===== src/hdl/wsstat_pkg.sv =====
// Shared types and constants for the windowed signal-strength statistics block.
// No dependencies; used by wsstat_ctrl, wsstat_dp and windowed_signal_strength_stats.
`timescale 1ns / 1ps

package wsstat_pkg;

  localparam int unsigned SAMPLE_BITS_DEF = 16;
  localparam int unsigned FIELD_W         = 16;
  localparam int unsigned SUM_W           = 32;
  localparam int unsigned COUNT_W         = 16;
  localparam int unsigned DIV_STEPS       = 16;
  localparam int unsigned STEP_W          = $clog2(DIV_STEPS);

  localparam logic [FIELD_W-1:0] WINDOW_RESET = 16'd24000;

  typedef enum logic [2:0] {
    S_IDLE = 3'b001,
    S_DIV  = 3'b010,
    S_OUT  = 3'b100
  } state_t;

  // Controller to datapath
  typedef struct packed {
    logic take;      // accept the sample on the input port
    logic div_step;  // advance the divider by one quotient bit
  } cmd_t;

  // Datapath to controller
  typedef struct packed {
    logic closes;    // the next sample ends the window
    logic div_last;  // the divider is on its final step
  } status_t;

endpackage


===== src/hdl/wsstat_ctrl.sv =====
// Controller state machine: input/output handshakes and divider sequencing.
// Depends on wsstat_pkg.
`timescale 1ns / 1ps

module wsstat_ctrl (
  input  logic              clk,
  input  logic              rst,
  input  logic              in_valid,
  output logic              in_ready,
  output logic              out_valid,
  input  logic              out_ready,
  input  wsstat_pkg::status_t status,
  output wsstat_pkg::cmd_t  cmd
);
  import wsstat_pkg::*;

  state_t state;
  state_t state_next;

  // A sample that does not end the window may always enter.
  assign in_ready  = (state == S_IDLE) || !status.closes;
  assign out_valid = (state == S_OUT);

  always_comb begin
    cmd.take     = in_valid && in_ready;
    cmd.div_step = (state == S_DIV);
  end

  always_comb begin
    state_next = state;
    case (state)
      S_IDLE: begin
        if (in_valid && status.closes) state_next = S_DIV;
      end
      S_DIV: begin
        if (status.div_last) state_next = S_OUT;
      end
      S_OUT: begin
        if (out_ready) state_next = S_IDLE;
      end
      default: state_next = S_IDLE;
    endcase
  end

  always_ff @(posedge clk) begin
    if (rst) begin
      state <= S_IDLE;
    end else begin
      state <= state_next;
    end
  end

endmodule


===== src/hdl/wsstat_dp.sv =====
// Datapath: window accumulators, window length register, serial divider, result registers.
// Depends on wsstat_pkg.
`timescale 1ns / 1ps

module wsstat_dp #(
  parameter int unsigned SAMPLE_BITS = wsstat_pkg::SAMPLE_BITS_DEF
) (
  input  logic                             clk,
  input  logic                             rst,
  input  logic                             cfg_wr_en,
  input  logic [wsstat_pkg::FIELD_W-1:0]   cfg_wr_data,
  input  logic [wsstat_pkg::FIELD_W-1:0]   sample,
  input  wsstat_pkg::cmd_t                 cmd,
  output wsstat_pkg::status_t              status,
  output logic [wsstat_pkg::FIELD_W-1:0]   highest,
  output logic [wsstat_pkg::FIELD_W-1:0]   lowest,
  output logic [wsstat_pkg::FIELD_W-1:0]   average
);
  import wsstat_pkg::*;

  localparam logic [SAMPLE_BITS-1:0] LOW_INIT = {SAMPLE_BITS{1'b1}};

  logic [FIELD_W-1:0]     window_length;
  logic [COUNT_W-1:0]     sample_count;
  logic [SUM_W-1:0]       running_sum;
  logic [SAMPLE_BITS-1:0] running_low;
  logic [SAMPLE_BITS-1:0] running_high;

  logic [SAMPLE_BITS-1:0] s;
  logic [COUNT_W:0]       count_inc;
  logic [SUM_W-1:0]       sum_next;
  logic [SAMPLE_BITS-1:0] low_next;
  logic [SAMPLE_BITS-1:0] high_next;
  logic [COUNT_W-1:0]     divisor_next;

  // Divider: partial remainder, quotient/dividend shift word, divisor, step count
  logic [FIELD_W-1:0]     rem;
  logic [FIELD_W-1:0]     quot;
  logic [COUNT_W-1:0]     divisor;
  logic [STEP_W-1:0]      step_cnt;
  logic [FIELD_W:0]       trial;
  logic [FIELD_W:0]       diff;
  logic [SAMPLE_BITS-1:0] out_high;
  logic [SAMPLE_BITS-1:0] out_low;

  assign s            = sample[SAMPLE_BITS-1:0];
  assign count_inc    = {1'b0, sample_count} + {{COUNT_W{1'b0}}, 1'b1};
  assign sum_next     = running_sum + {{(SUM_W-SAMPLE_BITS){1'b0}}, s};
  assign low_next     = (s < running_low)  ? s : running_low;
  assign high_next    = (s > running_high) ? s : running_high;
  assign divisor_next = (count_inc[COUNT_W-1:0] == '0) ? {{(COUNT_W-1){1'b0}}, 1'b1}
                                                       : count_inc[COUNT_W-1:0];

  always_comb begin
    status.closes   = (count_inc >= {1'b0, window_length});
    status.div_last = (step_cnt == STEP_W'(DIV_STEPS - 1));
  end

  assign trial = {rem, quot[FIELD_W-1]};
  assign diff  = trial - {1'b0, divisor};

  always_ff @(posedge clk) begin
    if (rst) begin
      window_length <= WINDOW_RESET;
      sample_count  <= '0;
      running_sum   <= '0;
      running_low   <= LOW_INIT;
      running_high  <= '0;
      step_cnt      <= '0;
    end else begin
      if (cfg_wr_en) window_length <= cfg_wr_data;
      if (cmd.take) begin
        if (status.closes) begin
          // Start a new window; the totals move to the divider.
          sample_count <= '0;
          running_sum  <= '0;
          running_low  <= LOW_INIT;
          running_high <= '0;
          step_cnt     <= '0;
        end else begin
          sample_count <= count_inc[COUNT_W-1:0];
          running_sum  <= sum_next;
          running_low  <= low_next;
          running_high <= high_next;
        end
      end
      if (cmd.div_step) step_cnt <= step_cnt + STEP_W'(1);
    end
  end

  always_ff @(posedge clk) begin
    if (cmd.take && status.closes) begin
      // High half of the sum stays below the count, so the quotient fits 16 bits.
      rem      <= sum_next[SUM_W-1:FIELD_W];
      quot     <= sum_next[FIELD_W-1:0];
      divisor  <= divisor_next;
      out_high <= high_next;
      out_low  <= low_next;
    end else if (cmd.div_step) begin
      if (!diff[FIELD_W]) begin
        rem  <= diff[FIELD_W-1:0];
        quot <= {quot[FIELD_W-2:0], 1'b1};
      end else begin
        rem  <= trial[FIELD_W-1:0];
        quot <= {quot[FIELD_W-2:0], 1'b0};
      end
    end
  end

  assign highest = FIELD_W'(out_high);
  assign lowest  = FIELD_W'(out_low);
  assign average = quot;

endmodule


===== src/hdl/windowed_signal_strength_stats.sv =====
// Top level of the windowed signal-strength statistics block.
// Depends on wsstat_pkg, wsstat_ctrl and wsstat_dp.
//
//   port group     direction  handshake            payload
//   sample in      in         in_valid/in_ready    sample
//   stats out      out        out_valid/out_ready  highest, lowest, average
//   config write   in         cfg_wr_en            cfg_wr_data (window length)
//
// Samples enter one per cycle while in_ready is high. The sample that ends a window
// hands its totals to a bit-serial divider, then the result waits in its register
// until taken. Meanwhile the next window keeps filling; only a sample that would end
// that window stalls until the previous result has gone out.
// Reset is synchronous; the window length returns to 24000 and the window empties.
`timescale 1ns / 1ps

module windowed_signal_strength_stats #(
  parameter int unsigned SAMPLE_BITS = wsstat_pkg::SAMPLE_BITS_DEF
) (
  input  logic                           clk,
  input  logic                           rst,
  input  logic                           cfg_wr_en,
  input  logic [wsstat_pkg::FIELD_W-1:0] cfg_wr_data,
  input  logic                           in_valid,
  output logic                           in_ready,
  input  logic [wsstat_pkg::FIELD_W-1:0] sample,
  output logic                           out_valid,
  input  logic                           out_ready,
  output logic [wsstat_pkg::FIELD_W-1:0] highest,
  output logic [wsstat_pkg::FIELD_W-1:0] lowest,
  output logic [wsstat_pkg::FIELD_W-1:0] average
);
  import wsstat_pkg::*;

  cmd_t    cmd;
  status_t status;

  wsstat_ctrl u_ctrl (
    .clk       (clk),
    .rst       (rst),
    .in_valid  (in_valid),
    .in_ready  (in_ready),
    .out_valid (out_valid),
    .out_ready (out_ready),
    .status    (status),
    .cmd       (cmd)
  );

  wsstat_dp #(
    .SAMPLE_BITS (SAMPLE_BITS)
  ) u_dp (
    .clk         (clk),
    .rst         (rst),
    .cfg_wr_en   (cfg_wr_en),
    .cfg_wr_data (cfg_wr_data),
    .sample      (sample),
    .cmd         (cmd),
    .status      (status),
    .highest     (highest),
    .lowest      (lowest),
    .average     (average)
  );

endmodule

===== config.mk =====
export PLATFORM = sky130hd
export DESIGN_NAME = windowed_signal_strength_stats
export DESIGN_NICKNAME = d
export VERILOG_FILES = /design/src/hdl/wsstat_pkg.sv /design/src/hdl/wsstat_ctrl.sv /design/src/hdl/wsstat_dp.sv /design/src/hdl/windowed_signal_strength_stats.sv
export SDC_FILE = /design/constraint.sdc
export NUM_CORES = 1
export LEC_CHECK = 0
export BUFFER_PORTS_ARGS = -buffer_cell sky130_fd_sc_hd__buf_2
export CORE_ASPECT_RATIO = 1.75
export CORE_MARGIN = 1
export CORE_UTILIZATION = 55
export CTS_BUF_LIST = sky130_fd_sc_hd__clkbuf_4
export CTS_CLUSTER_DIAMETER = 120
export CTS_CLUSTER_SIZE = 16
export DETAILED_ROUTE_END_ITERATION = 7
export PLACE_DENSITY = 0.77
export SLEW_MARGIN = 20
export SYNTH_ARGS = -nofsm -noshare
export SYNTH_HDL_FRONTEND = slang
export SYNTH_HIERARCHICAL = 1
export SYNTH_SLANG_ARGS = --single-unit

===== constraint.sdc =====
create_clock -name clk -period 4.9 [get_ports clk]
set_clock_uncertainty 0.15 [all_clocks]
set_input_delay 0.245 -clock clk [delete_from_list [all_inputs] [get_ports clk]]
set_output_delay 0.245 -clock clk [all_outputs]
set_load 0.02 [all_outputs]

==> results.tsv <==
stage	metric	value	unit
worst_setup_path	CP delay by family, top	simple AND/OR/NAND/NOR gates	
worst_setup_path	crit-path max FO	24	
worst_setup_path	Crit path buffers/inverters	3	
drt	WL per Instance	17.4	um
floorplanning	core footprint	18600	um2
placement	HPWL after DPL	18.3	mm
sta	RSZ-0062 raised after global routing	no	
clock_network	clk slew on worst S/H paths	0.16	ns
sta	Slew Limit Fails	0	
synthesis	Yosys reg bits	183	
clock_network	Max clock buf depth	2	
sta	fmax	224	MHz
worst_setup_path	Crit Reg-Reg Endpoint	u_dp/average[0]	
sta	total negative slack	0	ns
cells_and_area	post-route cell area	12000	um2
worst_setup_path	RR Startpoint	u_dp/sample_count[2]	
clock_network	CTS HTree Levels	4	
power_and_ir_drop	Leak Pwr	5.05	nW
floorplanning	I/O pin cnt	87	
worst_setup_path	CP Launch Type	flop	
sta	slew at the pin closest to its max-slew limit	0.716	ns
sta	fin crit period	4.47	ns
status	outcome	finished clean	
hold_path	hold wc startpoint	cfg_wr_en	
sta	Setup-failing EPs final	0	
worst_setup_path	Critical Path Slowest Stage Cell	dfxtp_1	
global_route	total track usage	27.0	%
synthesis	post-synthesis cell area	10500	um2
clock_network	clk root buf	clkbuf_4	
sta	crit share post-route	91.2	%
placement	gpl congestion	0.896	
synthesis	yosys warns	6	
global_route	gr ovfl total	0	
drt	DRT Pass-1 Iters	4	
cells_and_area	FILL cells	1584	
sta	Slew HR	52.2	%
synthesis	Primary FF master, synth	dfxtp_1	
clock_network	clock buffer count from CTS	17	
power_and_ir_drop	VDD IR-drop max	155	uV
drt	Post-DRT Antenna Nets	0	
hold_path	Worst Hold End	u_dp/window_length[9]	
drt	Routed Wire Length	25.6	mm
global_route	number of global-route vias before repair	8610	
drt	initial DRC count	453	
sta	Hold Vio Cnt, Final	0	
clock_network	CTS tree	yes	
worst_setup_path	critical path class	reg2reg	
synthesis	Post-synth EDFFs	80	
synthesis	count of different cell masters after synthesis	73	
worst_setup_path	Req. time, crit path	5.07	ns
worst_setup_path	Reg2Reg Setup Slack	0.43	ns
floorplanning	Initial Util	56.3	%
floorplanning	Die X	106	um
drt	DRC	0	
synthesis	syn nets	1222	
worst_setup_path	worst-case reg-to-reg path depth	18	
synthesis	Seq/Total Area, Yosys	42.6	%
clock_network	Skew-Pair Late Insertion Delay	0.59	ns
cells_and_area	Layout area overhead	14.3	%
job	maxcap violations	0	
worst_setup_path	CP cell instances	and3_1 -> and3_1 -> nand3_1 -> nor2_1 -> xor2_1 -> ha_1 -> a21o_1 -> a21oi_1 -> nor2_1 -> nor3_1 -> and2_1 -> inv_1 -> o21ai_1 -> and2_1 -> nand2_1 -> inv_4 -> buf_4 -> o21ai_0	
cells_and_area	nets	1346	
drt	Vias	8589	
floorplanning	site row count	66	
clock_network	CTS sink cnt	183	
sta	Fin Hold WS	0.0404	ns
placement	Placed Area	11200	um2
placement	port buffer count	86	
hold_path	Min-Delay Path Depth	3	
drt	Via density	5.82	
global_route	largest net degree at the start of global routing	53	
worst_setup_path	CP peak stage delay	0.48	ns
worst_setup_path	Critical Path AT	4.64	ns
floorplanning	die height	185	um
global_route	first-pass GRT wire length	41.1	mm
synthesis	cell count after synthesis	1101	
cells_and_area	share of cells above drive strength 1	14.5	%
synthesis	Async S/R FF share, synth	0	%
worst_setup_path	crit path capture type	flop	
power_and_ir_drop	Power per Cell Area	259	nW/um2
global_route	initial antenna violation count	1	
floorplanning	Die ar.	19600	um2
synthesis	syn_area_per_cell	9.51	um2
hold_path	worst hold-check path type	in2reg	
-- layout by cell type, fill, tap and decap left out, types with 9 or more instances in the layout --
cell type / Yosys / final
a21oi_1: 76 / 74
clkbuf_4: 0 / 21
ha_1: 82 / 82
dfxtp_1: 103 / 103
a31oi_1: 12 / 12
xor2_1: 31 / 31
mux2_2: 20 / 20
nand2_1: 108 / 108
edfxtp_1: 80 / 80
a21o_1: 24 / 24
dlygate4sd3_1: 0 / 50
nand4_1: 11 / 11
nor3_1: 13 / 13
nor2b_1: 11 / 11
inv_1: 81 / 80
and3_1: 14 / 14
nor2_1: 51 / 51
o22a_1: 16 / 16
buf_4: 1 / 21
nand3_1: 47 / 47
mux2i_1: 21 / 21
nand2b_1: 11 / 11
or3_1: 14 / 14
a22o_1: 16 / 16
buf_2: 11 / 86
o211ai_1: 9 / 9
xnor2_1: 35 / 35
o21ai_0: 61 / 61
-- how the worst max path moves through the flow --
stage                     slack (ns)          endpoint  depth (start not counted)                 start
after detailed placement        0.38   u_dp/average[0]                         18  u_dp/sample_count[2]
after CTS                       0.33   u_dp/average[0]                         18  u_dp/sample_count[2]
after global placement          0.48   u_dp/average[0]                         18  u_dp/sample_count[2]
after global routing            0.04   u_dp/average[0]                         19  u_dp/sample_count[2]
final                           0.43   u_dp/average[0]                         18  u_dp/sample_count[2]
after floorplan                 0.03  u_dp/step_cnt[3]                         22  u_dp/sample_count[0]
-- cell type report --
class	instances	area, um2	area share (%)
Multi-Input combinational cell	783	5470	45.7
Clock buffer	21	158	1.32
Sequential cell	183	4460	37.3
Timing Repair Buffer	158	1110	9.26
Clock inverter	11	149	1.24
Inverter	82	314	2.62
Antenna cell	1	2.50	0.0209
Tap cell	238	298	2.49
-- state kept, by name, indices dropped and copies added, names as in the netlist --
| register | flops |
|---|---|
| u_dp/running_sum | 32 |
| u_dp/average | 16 |
| u_dp/divisor | 16 |
| u_dp/highest | 16 |
| u_dp/lowest | 16 |
| u_dp/rem | 16 |
| u_dp/running_high | 16 |
| u_dp/running_low | 16 |
| u_dp/sample_count | 16 |
| u_dp/window_length | 16 |
| u_dp/step_cnt | 4 |
| u_ctrl/state | 3 |
-- per-stage QoR --
step / util, % / setup slack [ns] / std cells / power (mW)
3_5_place_dp: 60.0 / 0.379 / 1394 / 2.18
3_3_place_gp: 60.0 / 0.483 / 1394 / 2.16
5_1_grt: 64.4 / 0.0410 / 1477 / 3.23
4_1_cts: 64.4 / 0.326 / 1476 / 3.11
6_report: 64.4 / 0.431 / 1477 / 3.10
2_1_floorplan: - / 0.0341 / 1101 / 2.04
-- synthesized netlist by cell type, drive strengths merged, types with 5 or more instances --
master    n  area, um2
nand2   109        417
dfxtp   103       2060
ha       82       1030
inv      81        304
edfxtp   80       2400
a21oi    76        380
o21ai    63        319
nor2     51        191
nand3    48        245
xnor2    35        307
clkbuf   32        120
xor2     31        272
a21o     24        180
buf      21        111
mux2i    21        210
mux2     20        225
a22o     16        140
o22a     16        140
and3     14       87.6
or3      14       87.6
nor3     13       65.1
a31oi    12       75.1
a211oi   11        105
nand2b   11       68.8
nand4    11       68.8
nor2b    11       68.8
o211ai    9       67.6
and2      8       50.1
o21a      8       60.1
a22oi     7       52.6
nand3b    5       37.5
nor4      5       31.3
-- worst register-to-register path, stage by stage, from the launching register on --
cell	delay, ns
dfxtp_1	0.48
and3_1	0.23
and3_1	0.31
nand3_1	0.22
nor2_1	0.24
xor2_1	0.28
ha_1	0.31
a21o_1	0.18
a21oi_1	0.18
nor2_1	0.06
nor3_1	0.14
and2_1	0.17
inv_1	0.05
o21ai_1	0.09
and2_1	0.25
nand2_1	0.14
inv_4	0.27
buf_4	0.33
o21ai_0	0.13
-- timing repair --
item / 4_1_cts / 5_1_grt
endpoints found under the hold margin: 92 / 0
buffers inserted: 0 / 0
endpoints found under the setup margin: 0 / 7
gates resized for setup: 0 / 2
hold buffers: 50 / 0
-- routing by layer --
metal,global-route usage (%),share of wire [%],vias to the layer above
li1,-,-,4210
met1,26.2,37,4088
met2,53.3,56,229
met3,3.22,2.7,62
met4,15.7,4.4,0
met5,0,0,-
-- report_power, final --
group / internal (mW) / switching (mW) / total, mW
combinational: 0.225 / 0.292 / 0.517
sequential: 1.64 / 0.0306 / 1.67
clock: 0.381 / 0.538 / 0.919
total: 2.24 / 0.860 / 3.10
-- kinds of logic (layout without fill, tap and decap cells) --
group | after synthesis | in the layout | synth area share, %
buffers and inverters | 135 | 272 | 5.15
adder cells (fa/ha/maj) | 84 | 84 | 10.2
XOR/XNOR | 66 | 66 | 5.52
AND/OR/NAND/NOR | 315 | 315 | 14.8
flip-flops | 183 | 183 | 42.6
other | 0 | 1 | 0
AO/OA/AOI/OAI | 277 | 277 | 17.5
multiplexers | 41 | 41 | 4.16
Note: power is estimated with default switching activity, not from simulation.
